### src/hdl/tfrm_pkg.sv
// tfrm_pkg: shared types and constants of the frame run monitor
// no dependencies; imported by the parser, the run accumulator and the top level
`timescale 1ns / 1ps
`default_nettype none

package tfrm_pkg;

  // largest content size a frame can carry (width of the remaining counter)
  localparam logic [30:0] CONTENT_MAX = 31'h7FFF_FFFF;

  // parser phase per stream; the unused code behaves as the type phase
  typedef enum logic [1:0] {
    PH_TYPE    = 2'd0,
    PH_LENGTH  = 2'd1,
    PH_CONTENT = 2'd2
  } phase_e;

  // frame end event from the parser to the run accumulator
  typedef struct packed {
    logic        dir;
    logic [7:0]  ftype;
    logic [30:0] content;
    logic        short_len;
  } frame_evt_t;

  // report of a finished run
  typedef struct packed {
    logic        dir;
    logic [7:0]  run_type;
    logic [31:0] run_count;
    logic [31:0] run_bytes;
    logic        short_seen;
  } run_report_t;

endpackage

`default_nettype wire

### src/hdl/tfrm_if.sv
// tfrm_in_if / tfrm_out_if: valid-ready channels of the frame run monitor
// no dependencies; used by the top level ports
`timescale 1ns / 1ps
`default_nettype none

// byte beats of the observed streams
interface tfrm_in_if;
  logic       valid;
  logic       ready;
  logic [7:0] data_byte;
  logic       direction;

  modport source (output valid, output data_byte, output direction, input ready);
  modport sink   (input valid, input data_byte, input direction, output ready);
endinterface

// run report beats
interface tfrm_out_if;
  logic        valid;
  logic        ready;
  logic        report_direction;
  logic [7:0]  run_type;
  logic [31:0] run_count;
  logic [31:0] run_bytes;
  logic        short_length_seen;

  modport source (output valid, output report_direction, output run_type,
                  output run_count, output run_bytes, output short_length_seen,
                  input ready);
  modport sink   (input valid, input report_direction, input run_type,
                  input run_count, input run_bytes, input short_length_seen,
                  output ready);
endinterface

`default_nettype wire

### src/hdl/tlv_frame_run_monitor.sv
// channel  dir  handshake    payload
// in_i     in   valid/ready  data_byte[7:0], direction
// out_o    out  valid/ready  report_direction, run_type[7:0], run_count[31:0],
//                            run_bytes[31:0], short_length_seen
//
// one byte beat per cycle is taken while input is not stalled; the beat that ends
// a frame passes the input register, parser stage and run record stage before a report leaves
// each stage holds its item only while the stage after it is full and stalled,
// so input stalls only when the report register and both inner stages are full
// rst_ni clears parser phases, run records and all valid bits at once
//
// top level of the frame run monitor; depends on tfrm_pkg, tfrm_if,
// tfrm_parser and tfrm_run_acc
`timescale 1ns / 1ps
`default_nettype none

module tlv_frame_run_monitor
  import tfrm_pkg::*;
#(
  parameter int LENGTH_BYTES = 4
) (
  input  wire logic  clk_i,
  input  wire logic  rst_ni,
  tfrm_in_if.sink    in_i,
  tfrm_out_if.source out_o
);

  logic        ev_valid;
  logic        ev_ready;
  frame_evt_t  ev;
  run_report_t rep;

  // frame parser
  tfrm_parser #(
    .LENGTH_BYTES(LENGTH_BYTES)
  ) u_parser (
    .clk_i     (clk_i),
    .rst_ni    (rst_ni),
    .in_valid_i(in_i.valid),
    .in_ready_o(in_i.ready),
    .in_byte_i (in_i.data_byte),
    .in_dir_i  (in_i.direction),
    .ev_valid_o(ev_valid),
    .ev_ready_i(ev_ready),
    .ev_o      (ev)
  );

  // run accumulation and reports
  tfrm_run_acc u_run_acc (
    .clk_i      (clk_i),
    .rst_ni     (rst_ni),
    .ev_valid_i (ev_valid),
    .ev_ready_o (ev_ready),
    .ev_i       (ev),
    .rep_valid_o(out_o.valid),
    .rep_ready_i(out_o.ready),
    .rep_o      (rep)
  );

  assign out_o.report_direction  = rep.dir;
  assign out_o.run_type          = rep.run_type;
  assign out_o.run_count         = rep.run_count;
  assign out_o.run_bytes         = rep.run_bytes;
  assign out_o.short_length_seen = rep.short_seen;

`ifndef ASSERT_OFF
  // input stalls only when the whole pipe is backed up to a waiting report
  a_stall_needs_full_out: assert property (@(posedge clk_i) disable iff (!rst_ni)
    !in_i.ready |-> (out_o.valid && !out_o.ready))
    else $error("input stalled without a blocked report");

  // only the reset run can have no frames
  a_empty_run_is_reset_run: assert property (@(posedge clk_i) disable iff (!rst_ni)
    (out_o.valid && out_o.run_count == 32'd0) |->
      (out_o.run_type == 8'd0 && out_o.run_bytes == 32'd0 && !out_o.short_length_seen))
    else $error("empty run report with nonzero contents");

  // a single frame carries at most the content maximum
  a_single_frame_bytes: assert property (@(posedge clk_i) disable iff (!rst_ni)
    (out_o.valid && out_o.run_count == 32'd1) |-> !out_o.run_bytes[31])
    else $error("single frame run exceeds content maximum");
`endif

endmodule

`default_nettype wire

### src/hdl/tfrm_parser.sv
// tfrm_parser: input register and per-stream type/length/content parser
// depends on tfrm_pkg; emits one frame end event per completed frame
`timescale 1ns / 1ps
`default_nettype none

module tfrm_parser
  import tfrm_pkg::*;
#(
  parameter int LENGTH_BYTES = 4
) (
  input  wire logic       clk_i,
  input  wire logic       rst_ni,
  input  wire logic       in_valid_i,
  output logic            in_ready_o,
  input  wire logic [7:0] in_byte_i,
  input  wire logic       in_dir_i,
  output logic            ev_valid_o,
  input  wire logic       ev_ready_i,
  output frame_evt_t      ev_o
);

  localparam logic [2:0]  LB_IDX = 3'(LENGTH_BYTES);
  localparam logic [32:0] LB_LEN = 33'(LENGTH_BYTES);

  // input register
  logic       s1_valid_q;
  logic [7:0] s1_byte_q;
  logic       s1_dir_q;

  // per-stream parser state
  phase_e      phase_q [2];
  logic [7:0]  ftype_q [2];
  logic [2:0]  idx_q   [2];
  logic [31:0] asm_q   [2];
  logic [30:0] rem_q   [2];

  phase_e      phase_d;
  logic [7:0]  ftype_d;
  logic [2:0]  idx_d;
  logic [31:0] asm_d;
  logic [30:0] rem_d;

  logic        ev_valid_q;
  frame_evt_t  ev_q;
  logic        fin;
  logic [30:0] fin_content;
  logic        fin_short;

  logic ev_move;
  logic s1_move;
  logic step;

  logic [31:0] asm_shift;
  logic [2:0]  idx_inc;
  logic [32:0] diff;
  logic [30:0] content;
  logic [30:0] rem_dec;

  assign ev_move    = !ev_valid_q || ev_ready_i;
  assign s1_move    = !s1_valid_q || ev_move;
  assign step       = s1_valid_q && ev_move;
  assign in_ready_o = s1_move;

  // input beat capture
  always_ff @(posedge clk_i or negedge rst_ni) begin
    if (!rst_ni) begin
      s1_valid_q <= 1'b0;
    end else if (s1_move) begin
      s1_valid_q <= in_valid_i;
    end
  end

  always_ff @(posedge clk_i) begin
    if (s1_move && in_valid_i) begin
      s1_byte_q <= in_byte_i;
      s1_dir_q  <= in_dir_i;
    end
  end

  // datapath helpers for the selected stream
  assign asm_shift = {asm_q[s1_dir_q][23:0], s1_byte_q};
  assign idx_inc   = idx_q[s1_dir_q] + 3'd1;
  assign diff      = {1'b0, asm_shift} - LB_LEN;
  assign content   = diff[31] ? CONTENT_MAX : diff[30:0];
  assign rem_dec   = rem_q[s1_dir_q] - 31'd1;

  // next parser state of the selected stream
  always_comb begin
    phase_d     = phase_q[s1_dir_q];
    ftype_d     = ftype_q[s1_dir_q];
    idx_d       = idx_q[s1_dir_q];
    asm_d       = asm_q[s1_dir_q];
    rem_d       = rem_q[s1_dir_q];
    fin         = 1'b0;
    fin_content = '0;
    fin_short   = 1'b0;
    unique case (phase_q[s1_dir_q])
      PH_LENGTH: begin
        asm_d = asm_shift;
        idx_d = idx_inc;
        if (idx_inc >= LB_IDX) begin
          if (diff[32]) begin
            fin       = 1'b1;
            fin_short = 1'b1;
          end else if (content == '0) begin
            fin = 1'b1;
          end else begin
            rem_d   = content;
            asm_d   = {1'b0, content};
            phase_d = PH_CONTENT;
          end
        end
      end
      PH_CONTENT: begin
        rem_d = rem_dec;
        if (rem_dec == '0) begin
          fin         = 1'b1;
          fin_content = asm_q[s1_dir_q][30:0];
        end
      end
      default: begin
        ftype_d = s1_byte_q;
        idx_d   = '0;
        asm_d   = '0;
        rem_d   = '0;
        phase_d = PH_LENGTH;
      end
    endcase
    // frame end clears the parser
    if (fin) begin
      phase_d = PH_TYPE;
      idx_d   = '0;
      asm_d   = '0;
      rem_d   = '0;
    end
  end

  // per-stream state registers
  always_ff @(posedge clk_i or negedge rst_ni) begin
    if (!rst_ni) begin
      for (int i = 0; i < 2; i++) begin
        phase_q[i] <= PH_TYPE;
        ftype_q[i] <= '0;
        idx_q[i]   <= '0;
        asm_q[i]   <= '0;
        rem_q[i]   <= '0;
      end
    end else if (step) begin
      phase_q[s1_dir_q] <= phase_d;
      ftype_q[s1_dir_q] <= ftype_d;
      idx_q[s1_dir_q]   <= idx_d;
      asm_q[s1_dir_q]   <= asm_d;
      rem_q[s1_dir_q]   <= rem_d;
    end
  end

  // frame end event register
  always_ff @(posedge clk_i or negedge rst_ni) begin
    if (!rst_ni) begin
      ev_valid_q <= 1'b0;
    end else if (ev_move) begin
      ev_valid_q <= step && fin;
    end
  end

  always_ff @(posedge clk_i) begin
    if (step && fin) begin
      ev_q.dir       <= s1_dir_q;
      ev_q.ftype     <= ftype_q[s1_dir_q];
      ev_q.content   <= fin_content;
      ev_q.short_len <= fin_short;
    end
  end

  assign ev_valid_o = ev_valid_q;
  assign ev_o       = ev_q;

endmodule

`default_nettype wire

### src/hdl/tfrm_run_acc.sv
// tfrm_run_acc: per-stream run records and the report output register
// depends on tfrm_pkg; consumes frame end events from tfrm_parser
`timescale 1ns / 1ps
`default_nettype none

module tfrm_run_acc
  import tfrm_pkg::*;
(
  input  wire logic       clk_i,
  input  wire logic       rst_ni,
  input  wire logic       ev_valid_i,
  output logic            ev_ready_o,
  input  wire frame_evt_t ev_i,
  output logic            rep_valid_o,
  input  wire logic       rep_ready_i,
  output run_report_t     rep_o
);

  logic [7:0]  rtype_q  [2];
  logic [31:0] rcount_q [2];
  logic [31:0] rbytes_q [2];
  logic        rshort_q [2];

  logic        rep_valid_q;
  run_report_t rep_q;

  logic        out_move;
  logic        step;
  logic        same;
  logic [32:0] cnt_sum;
  logic [32:0] byte_sum;
  logic [31:0] cnt_sat;
  logic [31:0] byte_sat;

  assign out_move   = !rep_valid_q || rep_ready_i;
  assign step       = ev_valid_i && out_move;
  assign ev_ready_o = out_move;

  // saturating run totals
  assign same     = ev_i.ftype == rtype_q[ev_i.dir];
  assign cnt_sum  = {1'b0, rcount_q[ev_i.dir]} + 33'd1;
  assign byte_sum = {1'b0, rbytes_q[ev_i.dir]} + {2'b00, ev_i.content};
  assign cnt_sat  = cnt_sum[32] ? '1 : cnt_sum[31:0];
  assign byte_sat = byte_sum[32] ? '1 : byte_sum[31:0];

  // run records
  always_ff @(posedge clk_i or negedge rst_ni) begin
    if (!rst_ni) begin
      for (int i = 0; i < 2; i++) begin
        rtype_q[i]  <= '0;
        rcount_q[i] <= '0;
        rbytes_q[i] <= '0;
        rshort_q[i] <= 1'b0;
      end
    end else if (step) begin
      if (same) begin
        rcount_q[ev_i.dir] <= cnt_sat;
        rbytes_q[ev_i.dir] <= byte_sat;
        rshort_q[ev_i.dir] <= rshort_q[ev_i.dir] | ev_i.short_len;
      end else begin
        rtype_q[ev_i.dir]  <= ev_i.ftype;
        rcount_q[ev_i.dir] <= 32'd1;
        rbytes_q[ev_i.dir] <= {1'b0, ev_i.content};
        rshort_q[ev_i.dir] <= ev_i.short_len;
      end
    end
  end

  // report output register
  always_ff @(posedge clk_i or negedge rst_ni) begin
    if (!rst_ni) begin
      rep_valid_q <= 1'b0;
    end else if (out_move) begin
      rep_valid_q <= step && !same;
    end
  end

  always_ff @(posedge clk_i) begin
    if (step && !same) begin
      rep_q.dir        <= ev_i.dir;
      rep_q.run_type   <= rtype_q[ev_i.dir];
      rep_q.run_count  <= rcount_q[ev_i.dir];
      rep_q.run_bytes  <= rbytes_q[ev_i.dir];
      rep_q.short_seen <= rshort_q[ev_i.dir];
    end
  end

  assign rep_valid_o = rep_valid_q;
  assign rep_o       = rep_q;

endmodule

`default_nettype wire

### src/flat_wrapper.sv
// flat-port wrapper written by rule: the top's interface ports become plain ports
module tlv_frame_run_monitor_flat import tfrm_pkg::*;
#(
  parameter int LENGTH_BYTES = 4
)
  (clk_i, rst_ni, in_i_valid, in_i_data_byte, in_i_direction, in_i_ready, out_o_valid, out_o_report_direction, out_o_run_type, out_o_run_count, out_o_run_bytes, out_o_short_length_seen, out_o_ready);
  tfrm_in_if in_i_i ();
  tfrm_out_if out_o_i ();
  input  wire logic clk_i;
  input  wire logic rst_ni;
  input wire logic [$bits(in_i_i.valid)-1:0] in_i_valid;
  input wire logic [$bits(in_i_i.data_byte)-1:0] in_i_data_byte;
  input wire logic [$bits(in_i_i.direction)-1:0] in_i_direction;
  output wire logic [$bits(in_i_i.ready)-1:0] in_i_ready;
  output wire logic [$bits(out_o_i.valid)-1:0] out_o_valid;
  output wire logic [$bits(out_o_i.report_direction)-1:0] out_o_report_direction;
  output wire logic [$bits(out_o_i.run_type)-1:0] out_o_run_type;
  output wire logic [$bits(out_o_i.run_count)-1:0] out_o_run_count;
  output wire logic [$bits(out_o_i.run_bytes)-1:0] out_o_run_bytes;
  output wire logic [$bits(out_o_i.short_length_seen)-1:0] out_o_short_length_seen;
  input wire logic [$bits(out_o_i.ready)-1:0] out_o_ready;
  assign in_i_i.valid = in_i_valid;
  assign in_i_i.data_byte = in_i_data_byte;
  assign in_i_i.direction = in_i_direction;
  assign in_i_ready = in_i_i.ready;
  assign out_o_valid = out_o_i.valid;
  assign out_o_report_direction = out_o_i.report_direction;
  assign out_o_run_type = out_o_i.run_type;
  assign out_o_run_count = out_o_i.run_count;
  assign out_o_run_bytes = out_o_i.run_bytes;
  assign out_o_short_length_seen = out_o_i.short_length_seen;
  assign out_o_i.ready = out_o_ready;
  tlv_frame_run_monitor #(.LENGTH_BYTES(LENGTH_BYTES)) u_core (.clk_i(clk_i), .rst_ni(rst_ni), .in_i(in_i_i), .out_o(out_o_i));
endmodule
### config.mk
export PLATFORM = sky130hd
export DESIGN_NAME = tlv_frame_run_monitor_flat
export DESIGN_NICKNAME = d
export VERILOG_FILES = /design/src/hdl/tfrm_pkg.sv /design/src/hdl/tfrm_if.sv /design/src/hdl/tlv_frame_run_monitor.sv /design/src/hdl/tfrm_parser.sv /design/src/hdl/tfrm_run_acc.sv /design/src/flat_wrapper.sv
export SDC_FILE = /design/constraint.sdc
export NUM_CORES = 1
export LEC_CHECK = 0
export ABC_AREA = 1
export BUFFER_PORTS_ARGS = -buffer_cell sky130_fd_sc_hd__buf_2
export CAP_MARGIN = 0
export CORE_MARGIN = 4
export CORE_UTILIZATION = 30
export DETAILED_ROUTE_END_ITERATION = 7
export GPL_ROUTABILITY_DRIVEN = 0
export GPL_TIMING_DRIVEN = 0
export PLACE_DENSITY = 0.41
export SYNTH_ARGS = -nofsm -noshare
export SYNTH_HDL_FRONTEND = slang
export SYNTH_HIERARCHICAL = 1
export SYNTH_SLANG_ARGS = --single-unit
### constraint.sdc
create_clock -name clk_i -period 6.45 [get_ports clk_i]
set_clock_uncertainty 0.05 [all_clocks]
set_input_delay 0.9675 -clock clk_i [delete_from_list [all_inputs] [get_ports clk_i]]
set_output_delay 0.9675 -clock clk_i [all_outputs]
set_load 0.02 [all_outputs]
==> results.py, run 1 <==
metrics = {
    "status": {
        "status": "completed",
    },
    "sta": {
        "finalWorstSetupSlack_ns": 0.424,
        "period_share": 0.934,
        "slew_headroom": 0.275,
        "period_minus_slack_ns": 6.03,
        "worst_slew_pin_slew_ns": 1.08,
        "rsz0062_at_grt": "false",
        "fmax_mhz": 166,
        "hold_viol": 0,
        "maxSlewViolCount": 0,
        "setup_viol": 0,
    },
    "synth": {
        "synth.distinct_cells": 51,
        "async_reset_ff_frac": 0.707,
        "synth-seq-cells": 423,
        "synth_area_um2": 26200,
        "synth_fp_nets": 3880,
        "yosys.area.top_type": "dfrtp_1",
        "syn_inst": 3828,
        "yosysTopAreaCellShare": 0.285,
        "synth_area_leaders": "dfrtp_1 29%, nand2_1 24%, edfxtp_1 14%",
        "yosysWarnings": 6,
        "synth_edf_count": 124,
        "ys_seq_area_frac": 0.427,
        "synthFlopType": "dfrtp_1",
        "avgSynthCellArea_um2": 6.85,
    },
    "pwr": {
        "seq_power_share": 0.362,
        "powerDensity_nw_per_um2": 294,
        "clkPwrFrac": 0.347,
        "ir_drop_mv": 0.188,
        "switching_share": 0.372,
        "p_int_w": 0.00553,
        "power.switching_w": 0.00328,
        "comb_power_share": 0.291,
        "p_leak_nw": 15.2,
    },
    "finish": {
        "nNetsFinal": 4026,
        "stdcell_count": 5172,
        "drive_above_1_share": 0.0879,
        "final_cell_area_um2": 30000,
        "final_cell_mix": "1699 x nand2_1, 400 x inv_1, 299 x dfrtp_1",
        "final_common_cell": "nand2_1",
        "final_core_util": 0.346,
        "syn2layout_area_growth_pct": 14.5,
        "fill_cells": 9683,
    },
    "critical_path": {
        "endpoint_kind": "register",
        "crit_path_start_kind": "register",
        "cp.required_ns": 6.73,
        "max_stage_delay_ns": 0.52,
        "crit_slowest_cell": "ha_1",
        "crit_top_cell": "nor2_1",
        "r2r_start": "u_core/u_parser/s1_dir_q$_DFFE_PP_",
        "path_class": "reg2reg",
        "crit_chain": "buf_2 > buf_2 > buf_2 > clkbuf_1 > o21ai_0 > inv_1 > ha_1 > nand4_1 > nor2_1 > nand3_1 > nor2_1 > nand3_1 > nor2_1 > nand3_1 > nor2_1 > nand4_2 > nand2_2 > nand2_1 > nor2_4 > buf_12",
        "reg2regPathDepth": 20,
        "r2r_end": "u_core/u_parser/ev_o[14]$_SDFFCE_PP0P_",
        "r2r_slack_ns": 0.42,
        "worstPathMaxFanout": 32,
        "critPathArrivalTime_ns": 6.30,
    },
    "routing": {
        "drt_iter0_drc": 1763,
        "ant_nets": 0,
        "vias_per_cell": 4.77,
        "dr.pass1.iters": 6,
        "dr_total_vias": 24700,
        "wl_per_cell_um": 19.7,
        "drt-total-wl_um": 102000,
        "drc_errors": 0,
    },
    "grt": {
        "use_met2": 0.372,
        "met1_usage": 0.286,
        "grt_max_degree": 103,
        "antenna_found_initial": 2,
        "grt_util_met3": 0.0258,
        "overflow": 0,
        "grt_use_total": 0.217,
        "grt_pass1_vias": 24300,
        "busiest_layer": "met2",
        "grt_first_pass_wirelength_um": 155000,
    },
    "clock_network": {
        "htreeDepth": 2,
        "cts_sinks": 423,
        "cts_tree": "yes",
        "clockRootBuffer": "clkbuf_16",
        "postCtsResizedCells": 0,
        "clk_path_buf_depth": 3,
        "cts_buffers": 51,
        "clkLatencyLatePin_ns": 0.65,
        "path_clk_slew_ns": 0.06,
    },
    "place": {
        "placed_area_um2": 28300,
        "dp_hpwl_um": 78200,
        "dp_cells": 5077,
        "pre_cts_slack_ns": 0.294,
        "port-buffer-count": 88,
    },
    "floorplanning": {
        "coreArea_um2": 86800,
        "start_util": 0.302,
        "die_height_um": 304,
        "die_w_um": 304,
        "io_pins": 89,
        "die-area_um2": 92200,
        "rows": 108,
    },
    "job": {
        "maxCapViolations": 0,
    },
    "min_path": {
        "hp-class": "in2async",
    },
}
[worst max-delay path, delay by kind of cell, from the launching register on]
| family | cells | cell delay [ns] |
|---|---|---|
| AOI/OAI and AO/OA | 1 | 0.28 |
| adders and majority gates | 1 | 0.52 |
| buffers and inverters | 6 | 2.10 |
| DFF | 1 | 0.46 |
| and+or+nand+nor | 12 | 2.24 |
[sequential cells by signal (all words and copies together) (netlist names), 2 cells and up]
name,flops
u_core/u_run_acc/rep_o,74
u_core/u_run_acc/rbytes_q,64
u_core/u_run_acc/rcount_q,64
u_core/u_parser/asm_q,62
u_core/u_parser/rem_q,62
u_core/u_parser/ev_o,41
u_core/u_parser/ftype_q,16
u_core/u_run_acc/rtype_q,16
u_core/u_parser/s1_byte_q,8
u_core/u_parser/idx_q,6
u_core/u_parser/phase_q,4
u_core/u_run_acc/rshort_q,2
[how the worst max path moves through the flow]
stage,from,endpoint
after floorplan,u_core/u_parser/s1_dir_q$_DFFE_PP_,u_core/u_parser/ev_o[0]$_SDFFCE_PN0P_
after global placement,rst_ni,u_core/u_parser/asm_q[45]$_DFFE_PN0P_
after detailed placement,u_core/u_parser/s1_dir_q$_DFFE_PP_,u_core/u_parser/ev_o[14]$_SDFFCE_PP0P_
after CTS,u_core/u_parser/s1_dir_q$_DFFE_PP_,u_core/u_parser/ev_o[14]$_SDFFCE_PP0P_
after global routing,u_core/u_parser/s1_dir_q$_DFFE_PP_,u_core/u_parser/ev_o[14]$_SDFFCE_PP0P_
final,u_core/u_parser/s1_dir_q$_DFFE_PP_,u_core/u_parser/ev_o[14]$_SDFFCE_PP0P_
[power by group through the flow]
stage               Sequential, W  Clock (W)  Combinational [W]
floorplan                 0.00319          0            0.00164
global placement          0.00324          0            0.00252
detailed placement        0.00323          0            0.00253
CTS                       0.00319    0.00317            0.00254
global route              0.00322    0.00326            0.00282
finish                    0.00319    0.00306            0.00256
[logic make-up (layout without fill, tap and decap cells)]
group                      count (synthesis)  in the layout  synth area share
and+or+nand+nor                         2342           2342             0.363
buffers and inverters                    571            758            0.0903
DFF                                      423            423             0.427
AOI/OAI and AO/OA                        398            398            0.0821
xor gates and xnor gates                  46             46            0.0154
adders and majority gates                 39             39            0.0189
muxes                                      9              9           0.00344
other                                      0              2                 0
[metal layers]
layer | vias to the layer above | part of all wire
met3 | 157 | 0.042
li1 | 12300 | -
met5 | - | 0
met4 | 0 | 0.034
met2 | 584 | 0.48
met1 | 11600 | 0.45
[final cells by class]
class                           count  area [µm²]  share of cell area
Inverter                          415        1560              0.0520
Sequential cell                   423       11200               0.373
Buffer                            155         803              0.0267
Clock buffer                       63        1360              0.0453
Tap cell                         1155        1450              0.0481
Antenna cell                        2        5.00            0.000167
Multi-Input combinational cell   2834       12700               0.422
Timing Repair Buffer               94         593              0.0197
Clock inverter                     31         394              0.0131
[per-stage QoR]
| stage | TNS, ns | hold slack, ns | total power, W |
|---|---|---|---|
| 5_1_grt | 0 | 0.300 | 0.00931 |
| 2_1_floorplan | 0 | 0.391 | 0.00484 |
| 3_5_place_dp | 0 | 0.408 | 0.00576 |
| 6_report | 0 | 0.254 | 0.00882 |
| 3_3_place_gp | -794.29 | 0.405 | 0.00576 |
| 4_1_cts | 0 | 0.269 | 0.00889 |
[what timing repair did]
action,in CTS,in global routing
setup endpoints to repair,0,32
setup buffers,0,0
hold buffers,0,0
[cell usage after synthesis, types with 2 or more instances]
cell,n
inv_2,13
xnor2_1,21
clkbuf_1,91
mux2i_1,9
ha_1,38
o21ai_0,187
o21ai_1,93
nand3b_1,5
or2_2,29
buf_1,7
buf_6,17
o21ai_2,22
nand2_1,1699
nor2_1,269
nand3_4,2
nor3_1,9
buf_8,2
nand4_1,26
xor2_1,25
o22ai_1,27
nand3_2,7
buf_4,9
a31oi_1,2
buf_2,29
inv_1,400
nor2_2,22
o22ai_2,2
nor2_4,5
or2_1,3
and2_1,2
nor4_1,2
dfrtp_1,299
edfxtp_1,124
nand2_2,12
nand3_1,245
a21oi_1,59
No activity file was read; power rests on OpenSTA's default activity.
==> run 2, diff against run 1 <==
- BUFFER_PORTS_ARGS: -buffer_cell sky130_fd_sc_hd__buf_2 -> -buffer_cell sky130_fd_sc_hd__buf_4
==> run 2 against run 1 <==
Compared with the run above:
- maximum frequency grew 4.2%
- core utilization grew 0.28 points
- flip-flop and latch count is the same
- sequential power is essentially flat
- largest power group unchanged
- highest routed layer unchanged
==> results.py, run 2 (same netlist as run 1, synthesis figures left out) <==
metrics = {
    "status": {
        "status": "completed",
    },
    "routing": {
        "dr_total_vias": 24700,
        "drc_errors": 0,
        "met2_length_um": 47700,
        "highest_layer": "met4",
        "wl_per_cell_um": 19.8,
        "drt_iter0_drc": 1894,
        "drt-total-wl_um": 102000,
        "drt-met1-wl_um": 45500,
        "wl_met3_um": 4940,
        "dr.pass1.iters": 6,
        "ant_nets": 0,
        "vias_per_cell": 4.78,
    },
    "pwr": {
        "switching_share": 0.375,
        "p_int_w": 0.00552,
        "p_leak_nw": 15.3,
        "total_power_w": 0.00882,
        "comb_power_share": 0.290,
        "ir_drop_mv": 0.232,
        "power.switching_w": 0.00331,
        "clkPwrFrac": 0.349,
        "seq_power_share": 0.361,
        "powerDensity_nw_per_um2": 291,
    },
    "floorplanning": {
        "io_pins": 89,
        "rows": 108,
        "start_util": 0.302,
        "die-area_um2": 92200,
        "coreArea_um2": 86800,
        "die_height_um": 304,
        "die_w_um": 304,
    },
    "finish": {
        "multi_input_area_um2": 12700,
        "syn2layout_area_growth_pct": 15.5,
        "largest_register_ffs": 74,
        "final_cell_area_um2": 30300,
        "regArea_um2": 11200,
        "final_common_cell": "nand2_1",
        "fill_cells": 9617,
        "nNetsFinal": 4026,
        "final_cell_mix": "1699 x nand2_1, 400 x inv_1, 299 x dfrtp_1",
        "diodes": 0,
        "drive_above_1_share": 0.0891,
    },
    "grt": {
        "overflow": 0,
        "antenna_found_initial": 0,
        "grt_pass1_vias": 24300,
        "grt_use_total": 0.218,
        "grt_max_degree": 99,
        "grt_first_pass_wirelength_um": 155000,
    },
    "critical_path": {
        "cp.required_ns": 6.69,
        "max_stage_delay_ns": 0.51,
        "path_class": "reg2reg",
        "critPathBufInv": 6,
        "critPathArrivalTime_ns": 6.03,
        "worstPathMaxFanout": 32,
        "crit_top_cell": "nor2_1",
        "cp_top_family": "simple AND/OR/NAND/NOR gates",
        "crit_slowest_cell": "ha_1",
        "endpoint_kind": "register",
        "crit_path_start_kind": "register",
        "crit_chain": "inv_2 > buf_2 > buf_2 > buf_2 > or2_2 > o21ai_0 > inv_1 > ha_1 > nand4_1 > nor2_1 > nand3_1 > nor2_1 > nand3_1 > nor2_1 > nand3_1 > nor2_1 > nand4_2 > nand2_2 > nand2_1 > nor2_4 > buf_12",
    },
    "place": {
        "dp_hpwl_um": 78700,
        "placed_area_um2": 28500,
        "pre_cts_slack_ns": 0.264,
        "port-buffer-count": 88,
    },
    "sta": {
        "period_share": 0.897,
        "rsz0062_at_grt": "false",
        "tns_ns": 0,
        "maxSlewViolCount": 0,
        "worst_slew_pin_slew_ns": 1.08,
        "slew_headroom": 0.273,
        "setup_viol": 0,
        "hold_viol": 0,
        "hold_ws_ns": 0.212,
        "fmax_mhz": 173,
        "finalWorstSetupSlack_ns": 0.665,
        "period_minus_slack_ns": 5.79,
    },
    "clock_network": {
        "clockRootBuffer": "clkbuf_16",
        "cts_setup_buffers": 0,
        "cts_buffers": 52,
        "cts_sinks": 423,
        "htreeDepth": 2,
        "cts_tree": "yes",
        "path_clk_slew_ns": 0.06,
        "clk_path_buf_depth": 3,
        "ctsHoldBuffers": 0,
        "postCtsResizedCells": 0,
        "clkLatencyLatePin_ns": 0.64,
    },
    "min_path": {
        "hp-class": "in2async",
    },
    "job": {
        "maxCapViolations": 0,
    },
}
run 2: cell types whose count changed in the layout (fill, tap and decap cells not counted), sizes merged:
cell      delta
diode        -2
clkbuf       +3
clkinv       +5
bufinv       -2
clkinvlp     -1
inv          -3
run 2: power by group through the flow:
stage / Sequential, W / Clock (W) / Combinational (W)
floorplan: 0.00319 / 0 / 0.00164
global placement: 0.00323 / 0 / 0.00253
detailed placement: 0.00323 / 0 / 0.00253
CTS: 0.00319 / 0.00319 / 0.00254
global route: 0.00322 / 0.00329 / 0.00284
finish: 0.00319 / 0.00308 / 0.00256
run 2: path summary, 6_finish.rpt:
path / to / cells past startpoint / slack [ns] / startpoint
min in group clk_i: u_core/u_run_acc/rep_o[73]$_DFFE_PP_ / 0 / 0.40 / u_core/u_parser/ev_o[40]$_DFFE_PP_
worst max-delay path: u_core/u_parser/ev_o[9]$_SDFFCE_PP0P_ / 21 / 0.66 / u_core/u_parser/s1_dir_q$_DFFE_PP_
worst max register to register: u_core/u_parser/ev_o[9]$_SDFFCE_PP0P_ / 21 / 0.66 / u_core/u_parser/s1_dir_q$_DFFE_PP_
max in group asynchronous: u_core/u_parser/asm_q[45]$_DFFE_PN0P_ / 3 / 4.70 / rst_ni
worst min-delay path: u_core/u_run_acc/rcount_q[21]$_DFFE_PN0P_ / 1 / 0.21 / rst_ni
worst min register to register: u_core/u_run_acc/rep_o[73]$_DFFE_PP_ / 0 / 0.40 / u_core/u_parser/ev_o[40]$_DFFE_PP_
run 2: layer usage:
layer / vias up / GRT usage
li1: 12300 / -
met1: 11600 / 0.286
met2: 649 / 0.365
met3: 176 / 0.0314
met4: 0 / 0.0846
met5: - / 0
run 2: worst register-to-register path, stage by stage, from the launching register on:
cell and delay [ns]:
edfxtp_1 0.49, inv_2 0.10, buf_2 0.47, buf_2 0.50, buf_2 0.41, or2_2 0.18
o21ai_0 0.13, inv_1 0.10, ha_1 0.51, nand4_1 0.17, nor2_1 0.15, nand3_1 0.09
nor2_1 0.13, nand3_1 0.10, nor2_1 0.18, nand3_1 0.10, nor2_1 0.21, nand4_2 0.32
nand2_2 0.23, nand2_1 0.19, nor2_4 0.36, buf_12 0.25
run 2: area by class of cell:
class,instances,area share
Timing Repair Buffer,94,0.0268
Buffer,154,0.0264
Tap cell,1155,0.0477
Sequential cell,423,0.370
Inverter,415,0.0515
Clock inverter,30,0.0124
Multi-Input combinational cell,2834,0.418
Clock buffer,67,0.0468
run 2: metrics by stage:
step,instances,util
final,5172,0.349
after global routing,5172,0.349
after CTS,5174,0.349
after detailed placement,5077,0.328
after global placement,5071,0.327
after floorplan,3828,-
